**config.mk**
```make
export PLATFORM = sky130hd
export DESIGN_NAME = timestamp_delta_of_delta_varint_encoder
export DESIGN_NICKNAME = d
export VERILOG_FILES = /design/src/sv/tsdod_pkg.sv /design/src/sv/tsdod_ctrl.sv /design/src/sv/tsdod_dp.sv /design/src/sv/timestamp_delta_of_delta_varint_encoder.sv
export SDC_FILE = /design/constraint.sdc
export NUM_CORES = 1
export LEC_CHECK = 0
export BUFFER_PORTS_ARGS = -buffer_cell sky130_fd_sc_hd__buf_2
export CAP_MARGIN = 20
export CELL_PAD_IN_SITES_DETAIL_PLACEMENT = 0
export CELL_PAD_IN_SITES_GLOBAL_PLACEMENT = 1
export CORE_MARGIN = 4
export CORE_UTILIZATION = 44
export CTS_CLUSTER_DIAMETER = 150
export DETAILED_ROUTE_END_ITERATION = 6
export PLACE_DENSITY = 0.76
export SYNTH_ARGS = -nofsm -noshare
export SYNTH_HDL_FRONTEND = slang
export SYNTH_SLANG_ARGS = --single-unit
```
**constraint.sdc**
```tcl
create_clock -name clk -period 8.6 [get_ports clk]
set_input_delay 0.43 -clock clk [delete_from_list [all_inputs] [get_ports clk]]
set_output_delay 0.43 -clock clk [all_outputs]
set_load 0.01 [all_outputs]
```
**src/sv/tsdod_pkg.sv**
```systemverilog
// Shared types, codes and widths for the delta-of-delta varint timestamp encoder.
// No dependencies; imported by the controller, datapath and top level.
`default_nettype none
package tsdod_pkg;

  localparam int STAMP_W = 64;
  localparam int GAP_W   = 63;
  localparam int BYTE_W  = 8;
  localparam int GROUP_W = 7;

  typedef logic signed [STAMP_W-1:0] stamp_t;
  typedef logic [GAP_W-1:0]          gap_t;
  typedef logic [BYTE_W-1:0]         code_t;

  typedef enum logic [1:0] {
    ST_OK     = 2'd0,
    ST_ORDER  = 2'd1,
    ST_GAP    = 2'd2
  } status_t;

  // Controller to datapath commands.
  typedef struct packed {
    logic load;
    logic calc;
    logic diff;
    logic shift;
  } dp_cmd_t;

  // Datapath to controller status.
  typedef struct packed {
    logic chunk;
    logic err;
    logic last;
  } dp_stat_t;

endpackage
`default_nettype wire

```
**src/sv/tsdod_ctrl.sv**
```systemverilog
// Sequencing state machine for the timestamp encoder: load, check, difference, emit.
// Depends on tsdod_pkg for the command and status structs.
`default_nettype none
module tsdod_ctrl (
  input  wire logic              clk,
  input  wire logic              rst_n,
  input  wire logic              in_valid,
  output logic                   in_ready,
  output logic                   out_valid,
  input  wire logic              out_ready,
  output tsdod_pkg::dp_cmd_t     cmd,
  input  wire tsdod_pkg::dp_stat_t stat
);
  import tsdod_pkg::*;

  typedef enum logic [3:0] {
    S_IDLE = 4'b0001,
    S_CALC = 4'b0010,
    S_DIFF = 4'b0100,
    S_EMIT = 4'b1000
  } state_t;

  state_t state_r, state_nxt;

  always_ff @(posedge clk) begin
    if (!rst_n) begin
      state_r <= S_IDLE;
    end else begin
      state_r <= state_nxt;
    end
  end

  always_comb begin
    state_nxt = state_r;
    cmd       = '0;
    in_ready  = 1'b0;
    out_valid = 1'b0;
    unique case (state_r)
      S_IDLE: begin
        in_ready = 1'b1;
        if (in_valid) begin
          cmd.load  = 1'b1;
          state_nxt = S_CALC;
        end
      end
      S_CALC: begin
        cmd.calc = 1'b1;
        if (stat.chunk) begin
          state_nxt = S_IDLE;
        end else if (stat.err) begin
          state_nxt = S_EMIT;
        end else begin
          state_nxt = S_DIFF;
        end
      end
      S_DIFF: begin
        cmd.diff  = 1'b1;
        state_nxt = S_EMIT;
      end
      S_EMIT: begin
        out_valid = 1'b1;
        if (out_ready) begin
          if (stat.last) begin
            state_nxt = S_IDLE;
          end else begin
            cmd.shift = 1'b1;
          end
        end
      end
      default: begin
        state_nxt = S_IDLE;
      end
    endcase
  end

endmodule
`default_nettype wire

```
**src/sv/tsdod_dp.sv**
```systemverilog
// Datapath for the timestamp encoder: chunk state, gap checks, zigzag and varint shifter.
// Depends on tsdod_pkg for widths, status codes and the command and status structs.
`default_nettype none
module tsdod_dp (
  input  wire logic                clk,
  input  wire logic                rst_n,
  input  wire tsdod_pkg::stamp_t   in_stamp,
  input  wire logic                in_chunk_start,
  input  wire tsdod_pkg::dp_cmd_t  cmd,
  output tsdod_pkg::dp_stat_t      stat,
  output tsdod_pkg::code_t         out_code_byte,
  output logic                     out_final_byte,
  output tsdod_pkg::status_t       out_status
);
  import tsdod_pkg::*;

  stamp_t                stamp_r;
  logic                  start_r;
  stamp_t                prior_r, prior_nxt;
  gap_t                  pgap_r, pgap_nxt;
  logic                  have_r, have_nxt;
  logic [STAMP_W-1:0]    gap_r, gap_nxt;
  status_t               err_r, err_nxt;
  logic [STAMP_W-1:0]    zz_r, zz_nxt;

  logic                  chunk;
  logic                  order_bad;
  logic [STAMP_W-1:0]    gap_calc;
  logic [STAMP_W-1:0]    diff;
  logic                  more;

  assign chunk     = start_r || !have_r;
  assign order_bad = (stamp_r <= prior_r);
  assign gap_calc  = STAMP_W'(stamp_r) - STAMP_W'(prior_r);
  assign diff      = gap_r - {1'b0, pgap_r};
  assign more      = |zz_r[STAMP_W-1:GROUP_W];

  always_comb begin
    prior_nxt = prior_r;
    pgap_nxt  = pgap_r;
    have_nxt  = have_r;
    gap_nxt   = gap_r;
    err_nxt   = err_r;
    zz_nxt    = zz_r;
    if (cmd.calc) begin
      if (chunk) begin
        prior_nxt = stamp_r;
        pgap_nxt  = '0;
        have_nxt  = 1'b1;
      end else begin
        gap_nxt = gap_calc;
        if (order_bad) begin
          err_nxt = ST_ORDER;
        end else if (gap_calc[STAMP_W-1]) begin
          err_nxt = ST_GAP;
        end else begin
          err_nxt = ST_OK;
        end
      end
    end
    if (cmd.diff) begin
      zz_nxt    = {diff[STAMP_W-2:0], 1'b0} ^ {STAMP_W{diff[STAMP_W-1]}};
      prior_nxt = stamp_r;
      pgap_nxt  = gap_r[GAP_W-1:0];
    end
    if (cmd.shift) begin
      zz_nxt = zz_r >> GROUP_W;
    end
  end

  always_ff @(posedge clk) begin
    if (!rst_n) begin
      prior_r <= '0;
      pgap_r  <= '0;
      have_r  <= 1'b0;
      err_r   <= ST_OK;
    end else begin
      prior_r <= prior_nxt;
      pgap_r  <= pgap_nxt;
      have_r  <= have_nxt;
      err_r   <= err_nxt;
    end
  end

  always_ff @(posedge clk) begin
    if (cmd.load) begin
      stamp_r <= in_stamp;
      start_r <= in_chunk_start;
    end
    gap_r <= gap_nxt;
    zz_r  <= zz_nxt;
  end

  assign stat.chunk = chunk;
  assign stat.err   = order_bad || gap_calc[STAMP_W-1];
  assign stat.last  = (err_r != ST_OK) || !more;

  assign out_status     = err_r;
  assign out_final_byte = (err_r != ST_OK) || !more;
  assign out_code_byte  = (err_r != ST_OK) ? '0 : {more, zz_r[GROUP_W-1:0]};

endmodule
`default_nettype wire

```
**src/sv/timestamp_delta_of_delta_varint_encoder.sv**
```systemverilog
// Top level of the delta-of-delta zigzag varint timestamp encoder.
// Depends on tsdod_pkg, tsdod_ctrl and tsdod_dp.
//
// One timestamp is taken at a time. An item flagged chunk_start (or any item
// while no chunk is open) is stored and emits nothing; it is taken in the idle
// state and stored in the check state. Any other item is taken and then order
// and gap checked. An error then gives one result byte 0 with final_byte set
// and the status code, and leaves the chunk state as it was. A good item then
// passes the difference and zigzag step and emits its result bytes; the emit
// loop sends one varint byte per cycle while the sink is ready, from a 64-bit
// shift register.
`default_nettype none
module timestamp_delta_of_delta_varint_encoder (
  input  wire logic               clk,
  input  wire logic               rst_n,
  input  wire logic               in_valid,
  output logic                    in_ready,
  input  wire tsdod_pkg::stamp_t  in_stamp,
  input  wire logic               in_chunk_start,
  output logic                    out_valid,
  input  wire logic               out_ready,
  output tsdod_pkg::code_t        out_code_byte,
  output logic                    out_final_byte,
  output tsdod_pkg::status_t      out_status
);
  import tsdod_pkg::*;

  dp_cmd_t  cmd;
  dp_stat_t stat;

  tsdod_ctrl u_ctrl (
    .clk       (clk),
    .rst_n     (rst_n),
    .in_valid  (in_valid),
    .in_ready  (in_ready),
    .out_valid (out_valid),
    .out_ready (out_ready),
    .cmd       (cmd),
    .stat      (stat)
  );

  tsdod_dp u_dp (
    .clk            (clk),
    .rst_n          (rst_n),
    .in_stamp       (in_stamp),
    .in_chunk_start (in_chunk_start),
    .cmd            (cmd),
    .stat           (stat),
    .out_code_byte  (out_code_byte),
    .out_final_byte (out_final_byte),
    .out_status     (out_status)
  );

endmodule
`default_nettype wire

```
# == Word-level counts from Yosys, hierarchy flattened ==
# Cells that the tools add are included.
# op_classes
n_addsub,2
n_mux,26
order_cmp,1
eq_ne,7
reduce_logical,14
bitwise_logic,2
# ops
op,n
64-bit 2-to-1 mux,3
63-bit 2-to-1 mux,3
57-bit 2-to-1 mux,2
64-bit less-or-equal comparator,1
64-bit by 63-bit subtractor with 64-bit output,1
64-bit subtractor,1
64-bit XOR,1
57-bit OR reduction,1
4-bit 2-to-1 mux,5
4-bit one-hot mux with 4 select lines,1
1-bit 2-to-1 mux,9
8-bit 2-to-1 mux,1
2-bit nonzero test,4
"2-bit inequality test, second input constant",3
2-bit AND reduction,3
"4-bit by 1-bit equality test with 1-bit output, second input constant",1
"4-bit by 2-bit equality test with 1-bit output, second input constant",1
"4-bit by 3-bit equality test with 1-bit output, second input constant",1
"4-bit equality test, second input constant",1
2-bit 2-to-1 mux,2
1-bit logical OR,3
3-bit AND reduction,1
1-bit zero test,2
1-bit NOT,1
# totals
elab_cells,62
output_inout_bits,13
reg_bits,327
inputBits,69

# == Logic depth before layout (Yosys ltp) ==
# Gate-level depths: netlist (run 1).
# depth
ltp_word,7
depth_mapped,15
depth_no_buf,14

# == By module ==
# From an unflattened synthesis (run 1), not the netlist that was laid out.
# hier_totals
hier_cells,2181
area_unflattened_um2,19917.9
# by_module_without_submodules
module,cells_per_inst,area_per_inst_um2,instances,seq_area_each_um2
tsdod_dp,2157,19672.6,1,8328.0
tsdod_ctrl,24,245.2,1,80.1

# == Worst setup path after synthesis (run 1) ==
# Ideal clock, no wire load.
# synth_timing
path_kind,reg-to-reg
start,register u_ctrl.state_r[0]
end,register u_dp.err_r[1] (netlist: u_dp.out_status[1])
setup_slack_ps,296
arrival_ps,8244
t_required_ps,8540
n_path_buf,1
period_less_slack_ps,8304
path_stages_with_launch,7
setup_time_ps,60
cell_sequence,dfxtp_1 clkbuf_1 nand2b_1 nor4_1 o21ai_1 o32ai_1 and2_1
# synth_between
elab_chain_len,3
# synth_rtl
element,line_no,source
start: declaration,tsdod_ctrl.sv:23,"state_t state_r, state_nxt;"
start signal: assignment,tsdod_ctrl.sv:29,state_r <= state_nxt;
4-bit by 2-bit equality test with 1-bit output,tsdod_ctrl.sv:38,unique case (state_r)
1-bit 2-to-1 mux,tsdod_ctrl.sv:38,
2-bit AND reduction (no line),-,
end signal: assignment,tsdod_dp.sv:81,err_r <= err_nxt;
end: declaration,tsdod_dp.sv:23,"status_t err_r, err_nxt;"
# Every way passes these cells.
# A chain may end at the register's enable or synchronous reset.

# == Final worst setup path (run 1) ==
# layout_timing
start,register u_dp.gap_r[33]
end,register u_dp.zz_r[49] (data pin)
# layout_between
elab_chain_len,4
# layout_rtl
element,line_no,source
start: declaration,tsdod_dp.sv:22,"logic [STAMP_W-1:0] gap_r, gap_nxt;"
start signal: assignment,tsdod_dp.sv:90,gap_r <= gap_nxt;
64-bit by 63-bit subtractor with 64-bit output,tsdod_dp.sv:35,"assign diff = gap_r - {1'b0, pgap_r};"
64-bit XOR,tsdod_dp.sv:62,"zz_nxt = {diff[STAMP_W-2:0], 1'b0} ^ {STAMP_W{diff[STAMP_W-1]}};"
57-bit 2-to-1 mux,tsdod_dp.sv:61,if (cmd.diff) begin
57-bit 2-to-1 mux,tsdod_dp.sv:66,if (cmd.shift) begin
net u_dp.zz_nxt[49],tsdod_dp.sv:24,"logic [STAMP_W-1:0] zz_r, zz_nxt;"
end signal: assignment,tsdod_dp.sv:91,zz_r <= zz_nxt;
end: declaration,tsdod_dp.sv:24,
# The timed path passes the listed nets, and every way through them passes these cells. The select of a mux whose other input is x is not followed.

==> results.json, run 1 <==
{
  "ys_warn_count": 0,
  "fmax_ghz": 0.240,
  "path_cells": "ha_1 -> nand4_1 -> nor4_1 -> nand4_1 -> a21oi_1 -> o21ai_1 -> a21o_1 -> nand3_2 -> buf_4 -> xnor3_1 -> mux2_2",
  "setup_viol": 0,
  "cts_buffer_depth": 3,
  "numCtsBuffers": 37,
  "cts_setup_buffers": 0,
  "cp.buffers_inverters": 1,
  "arrival_ns": 4.46,
  "place.gp.congestion": 0.923,
  "start_kind": "flip-flop",
  "end_kind": "flip-flop",
  "drv_cap": 0,
  "core_area_um2": 45500,
  "grt_pass1_vias": 14800,
  "ys_ff_latch": 327,
  "fin_crit_sh_pct": 48.5,
  "placed_area_um2": 21100,
  "wl_um": 49900,
  "async_flop_share_pct": 0,
  "cts_tree": "done",
  "ys.flop_type": "edfxtp_1",
  "finalMaxSlewViolations": 0,
  "ant_nets": 0,
  "postCtsHoldBufs": 0,
  "fin_area_um2": 22400,
  "grt_max_degree": 100,
  "io_pins": 82,
  "port_buffers": 81,
  "worst_slew_pin_slew_ns": 0.942,
  "synth_edf_count": 186,
  "p_leak_uw": 0.00776,
  "min_period_ns": 4.17,
  "min_from": "in_stamp[33]",
  "avgSynthCellArea_um2": 9.04,
  "htreeDepth": 2,
  "antenna_cells": 0,
  "hold_slack_ns": 0.0428,
  "crit_family": "simple AND/OR/NAND/NOR gates",
  "netlist_instances": 2244,
  "hold_depth": 1,
  "worst-r2r-setup-slack_ns": 4.43,
  "setup_ws_ns": 4.43,
  "initial_core_util_pct": 44.6,
  "final_nets": 2455,
  "area_growth_pct": 10.3,
  "max-vdd-ir-drop_mv": 0.170,
  "grt_pass1_wl_um": 80100,
  "syn_nets": 2442,
  "crit_top_cell": "nand4_1",
  "tns_ns": 0,
  "via_per_inst": 5.49,
  "cts_sinks": 327,
  "firstDrtPassIters": 5,
  "dieArea_um2": 49600,
  "fin_skew_ns": 0.0233,
  "rsz0062_at_grt": "no",
  "worst_path_max_delay_cell": "buf_4",
  "synthTopCellsByCount": "297 x nand2_1, 186 x edfxtp_1, 170 x inv_1, 165 x a21oi_1, 141 x dfxtp_1",
  "dp_hpwl_um": 36800,
  "reg2regPathDepth": 11,
  "synth_top_cell_by_area": "edfxtp_1",
  "ys_seq_area_share_pct": 41.4,
  "reg2reg_from": "u_dp.gap_r[33]",
  "ys_top_cells_by_area": "edfxtp_1 28%, dfxtp_1 14%, ha_1 7.8%",
  "hold_path.class": "input pin to flip-flop",
  "cts_resized": 0,
  "overflow": 0,
  "row_count": 78,
  "cp_max_fo": 54,
  "dp_slack_ns": 4.26,
  "min_to": "u_dp.stamp_r[33]",
  "drt_iter0_drc": 1072,
  "grt_use_total_pct": 19.5,
  "status": "finished clean",
  "reg2reg_to": "u_dp.zz_r[49]",
  "syn-cell-area_um2": 20300,
  "post_drt_wl_per_cell_um": 17.3,
  "powerDensity_nw_per_um2": 170,
  "critPathMaxStageDelay_ns": 0.67,
  "drc": 0,
  "hold_viol_final": 0,
  "cp.required_ns": 8.89,
  "synth.most_common_cell": "nand2_1",
  "routed-via-count": 15800,
  "yosysTopAreaCellShare_pct": 27.5,
  "grt_antenna_before_repair": 0,
  "drive_above_1_share_pct": 8.05,
  "critPathKind": "flip-flop to flip-flop",
  "clk_pin_slew_ns": 0.06,
  "fp.dieW_um": 223,
  "clk_latency_ns": 0.56,
  "ys_types": 76,
  "ctsRootBufferMaster": "clkbuf_16",
  "total_power_uw": 3810,
  "relSlewSlack_pct": 37.2,
  "die_h_um": 223
}
## power breakdown
| part | total [uW] | leakage [uW] | internal (uW) | switching, uW |
|---|---|---|---|---|
| registers | 1720 | 0.00284 | 1700 | 21.4 |
| logic | 414 | 0.00429 | 160 | 254 |
| clock network | 1670 | 0.000621 | 1020 | 655 |
## cell usage in the layout, fill, tap and decap left out, types with 6 or more instances in the layout
cell type / n
nor2_1: 75
buf_2: 81
xnor2_1: 118
ha_1: 127
o21a_1: 25
nand4_1: 44
nand2b_1: 15
clkbuf_16: 39
a21boi_0: 70
buf_4: 11
a21o_1: 72
dfxtp_1: 141
nor3_1: 30
a221oi_1: 6
a211oi_1: 12
mux2_2: 6
nor2b_1: 77
xor2_1: 45
o21ai_1: 6
or3_1: 6
o22ai_1: 10
and2_1: 14
nor4_1: 23
o21ai_0: 134
clkinv_2: 6
o211ai_1: 8
a31oi_1: 16
a21oi_1: 165
clkbuf_1: 7
or4_1: 6
o21bai_1: 23
edfxtp_1: 186
inv_1: 170
a22oi_1: 63
and3_1: 13
nand2_1: 297
nand3_1: 31
## routing by layer
layer | part of all wire (%) | track usage, % | wire length (um) | up-vias
met5 | 0 | 0 | 0 | -
met4 | 1.8 | 4.93 | 879 | 0
met3 | 3.8 | 2.31 | 1920 | 54
met2 | 42 | 28.9 | 21100 | 299
met1 | 52 | 30.3 | 26000 | 7477
li1 | - | - | - | 8003
## logic make-up after synthesis
group	synth area share [%]
muxes	0.481
buffers and inverters	5.55
adders and majority gates	8.03
xor gates and xnor gates	7.59
AOI/OAI and AO/OA	21.3
and+or+nand+nor	15.7
DFF	41.4
## flip-flops by register name, indices dropped and copies added, names as in the netlist
register and cells:
u_dp.zz_r 64, u_dp.gap_r 64, u_dp.out_status 2, u_dp.prior_r 64
u_dp.pgap_r 63, u_dp.start_r 1, u_dp.have_r 1, u_dp.stamp_r 64
u_ctrl.state_r 4
## final cells by class
type                            count  area, um2
Tap cell                          600        751
Inverter                          170        638
Timing Repair Buffer               93        493
Sequential cell                   327       8410
Clock buffer                       50       1060
Clock inverter                     18        235
Fill cell                        4317      23100
Multi-Input combinational cell   1628      10800
## stage by stage
step / util (%) / cells
global route: 49.2 / 2886
global placement: 46.3 / 2817
floorplan: - / 2244
CTS: 49.2 / 2885
finish: 49.2 / 2886
detailed placement: 46.3 / 2817
## worst max-delay path by stage
stage / startpoint / endpoint / slack [ns] / cells past startpoint
3_3_place_gp: u_dp.stamp_r[1] / u_dp.gap_r[59] / 4.35 / 12
2_1_floorplan: u_ctrl.state_r[0] / u_dp.out_status[1] / 0.30 / 6
5_1_grt: u_dp.gap_r[33] / u_dp.zz_r[49] / 4.20 / 11
4_1_cts: u_dp.stamp_r[1] / u_dp.gap_r[59] / 4.22 / 12
3_5_place_dp: u_dp.stamp_r[1] / u_dp.gap_r[59] / 4.26 / 12
6_report: u_dp.gap_r[33] / u_dp.zz_r[49] / 4.43 / 11
No activity file was read; power rests on OpenSTA's default activity.
==> run 2, diff against run 1 <==
==> constraint.sdc (replaced) <==
create_clock -name clk -period 3.6 [get_ports clk]
set_input_delay 0.18 -clock clk [delete_from_list [all_inputs] [get_ports clk]]
set_output_delay 0.18 -clock clk [all_outputs]
set_load 0.01 [all_outputs]
==> results.json, run 2 (synthesis results as in run 1) <==
{
  "row_count": 78,
  "ant_nets": 0,
  "core_area_um2": 45500,
  "start_kind": "flip-flop",
  "cp.required_ns": 3.89,
  "tns_ns": 0,
  "cts_sinks": 327,
  "drc": 0,
  "setup_viol": 0,
  "layout_commonest_cell": "nand2_1",
  "setup_ws_ns": 0.0286,
  "worst_slew_pin_slew_ns": 0.868,
  "via_per_inst": 5.38,
  "wl_met1_um": 26200,
  "netSwitchingFraction_pct": 24.1,
  "register_area_um2": 8410,
  "nFillCells": 4328,
  "dr_wl_met3_um": 1740,
  "drv_cap": 0,
  "ctsRootBufferMaster": "clkbuf_16",
  "firstDrtPassIters": 6,
  "max-vdd-ir-drop_mv": 0.405,
  "power_frac_seq_pct": 44.9,
  "status": "finished clean",
  "min_period_ns": 3.57,
  "clkPwrFrac_pct": 43.3,
  "critPathKind": "flip-flop to flip-flop",
  "critPathLaunch": "u_dp.stamp_r[0]",
  "clk_latency_ns": 0.56,
  "grt_antenna_before_repair": 1,
  "power.internal_uw": 6970,
  "fmax_ghz": 0.280,
  "total_power_uw": 9180,
  "reg2reg_from": "u_dp.stamp_r[0]",
  "cts_buffer_depth": 3,
  "grt_pass1_wl_um": 83400,
  "p_comb_share_pct": 11.8,
  "min_from": "out_ready",
  "fp.dieW_um": 223,
  "overflow": 0,
  "clk_pin_slew_ns": 0.06,
  "multi_input_area_um2": 10900,
  "highest_layer": "met4",
  "area_growth_pct": 17.8,
  "final_nets": 2606,
  "numCtsBuffers": 37,
  "cts_tree": "done",
  "place.gp.congestion": 0.906,
  "fin_skew_ns": 0.0134,
  "drive_above_1_share_pct": 11.8,
  "p_leak_uw": 0.00852,
  "wl_met2_um": 22200,
  "htreeDepth": 2,
  "arrival_ns": 3.87,
  "grt_use_total_pct": 20.2,
  "cp_max_fo": 3,
  "grt_max_degree": 71,
  "grt_pass1_vias": 15700,
  "fin_crit_sh_pct": 99.2,
  "io_pins": 82,
  "port_buffers": 81,
  "routed-via-count": 16400,
  "switchingPower_uw": 2210,
  "relSlewSlack_pct": 41.9,
  "wl_um": 51200,
  "antenna_cells": 0,
  "powerDensity_nw_per_um2": 384,
  "drt_iter0_drc": 981,
  "end_kind": "flip-flop",
  "rsz0062_at_grt": "yes",
  "dp_hpwl_um": 38400,
  "post_drt_wl_per_cell_um": 16.9,
  "hold_viol_final": 0,
  "dieArea_um2": 49600,
  "initial_core_util_pct": 44.6,
  "layout_common_cells": "297 x nand2_1, 186 x edfxtp_1, 169 x inv_1",
  "hold_path.class": "input pin to flip-flop",
  "finalMaxSlewViolations": 0,
  "die_h_um": 223,
  "dp_slack_ns": -0.251
}
-- run 2: cell types whose count changed in the layout (fill, tap and decap cells not counted), sizes merged --
cell	change
dlygate4sd3	+66
buf	+86
bufinv	-1
clkinvlp	-4
clkinv	+4
-- run 2: path summary, 6_finish.rpt --
| check | to | slack (ns) | depth (start not counted) |
|---|---|---|---|
| max reg2reg | u_dp.gap_r[62] | 0.03 | 14 |
| min reg2reg | u_dp.prior_r[22] | 0.46 | 2 |
| max | u_dp.gap_r[62] | 0.03 | 14 |
| min | u_ctrl.state_r[0] | 0.05 | 5 |
-- run 2: final cells by class --
cell class / count / share of cell area, %
clock buffer: 51 / 4.61
clock inverter: 17 / 0.795
inverter: 170 / 2.67
multi-input combinational: 1628 / 45.7
sequential: 327 / 35.2
tap: 600 / 3.14
timing repair buffer: 244 / 7.90
-- run 2: timing repair --
action                                  CTS  global route
endpoints found under the hold margin    67             0
gates resized for setup                   6            26
endpoints found under the setup margin    4            55
setup buffers                             0             3
pin swaps                                 4            14
hold buffers                             66             0
-- run 2: metrics by stage --
| stage | hold WS (ns) | instance area, um2 | util, % | cells |
|---|---|---|---|---|
| finish | 0.0483 | 23900 | 52.6 | 3037 |
| global route | 0.115 | 23900 | 52.6 | 3037 |
| CTS | 0.0266 | 23800 | 52.3 | 3034 |
| detailed placement | 0.358 | 21800 | 47.9 | 2900 |
| global placement | 0.356 | 21800 | 47.9 | 2899 |
| floorplan | 0.279 | 20300 | - | 2244 |
-- run 2: power by group through the flow --
stage / logic, uW / clock network (uW) / registers, uW
finish: 1090 / 3980 / 4120
global route: 1200 / 4240 / 4120
CTS: 1070 / 4080 / 4120
detailed placement: 1000 / 0 / 4200
global placement: 986 / 0 / 4200
floorplan: 697 / 0 / 4180
-- run 2: critical path, stage by stage, from the launching register on --
cell and delay [ns]:
edfxtp_1 0.38, inv_1 0.07, ha_2 0.18, inv_2 0.04, fa_2 0.33, a21o_1 0.22
a221oi_4 0.29, o21ai_2 0.09, a21o_1 0.23, a221oi_4 0.36, o41ai_4 0.14, o21a_1 0.25
a211o_4 0.38, a221oi_2 0.24, xnor2_1 0.12
-- run 2: metal layers --
layer	track usage [%]	vias up
met5	0	-
li1	-	8320
met3	2.51	58
met4	5.53	0
met2	31.0	266
met1	30.3	7707
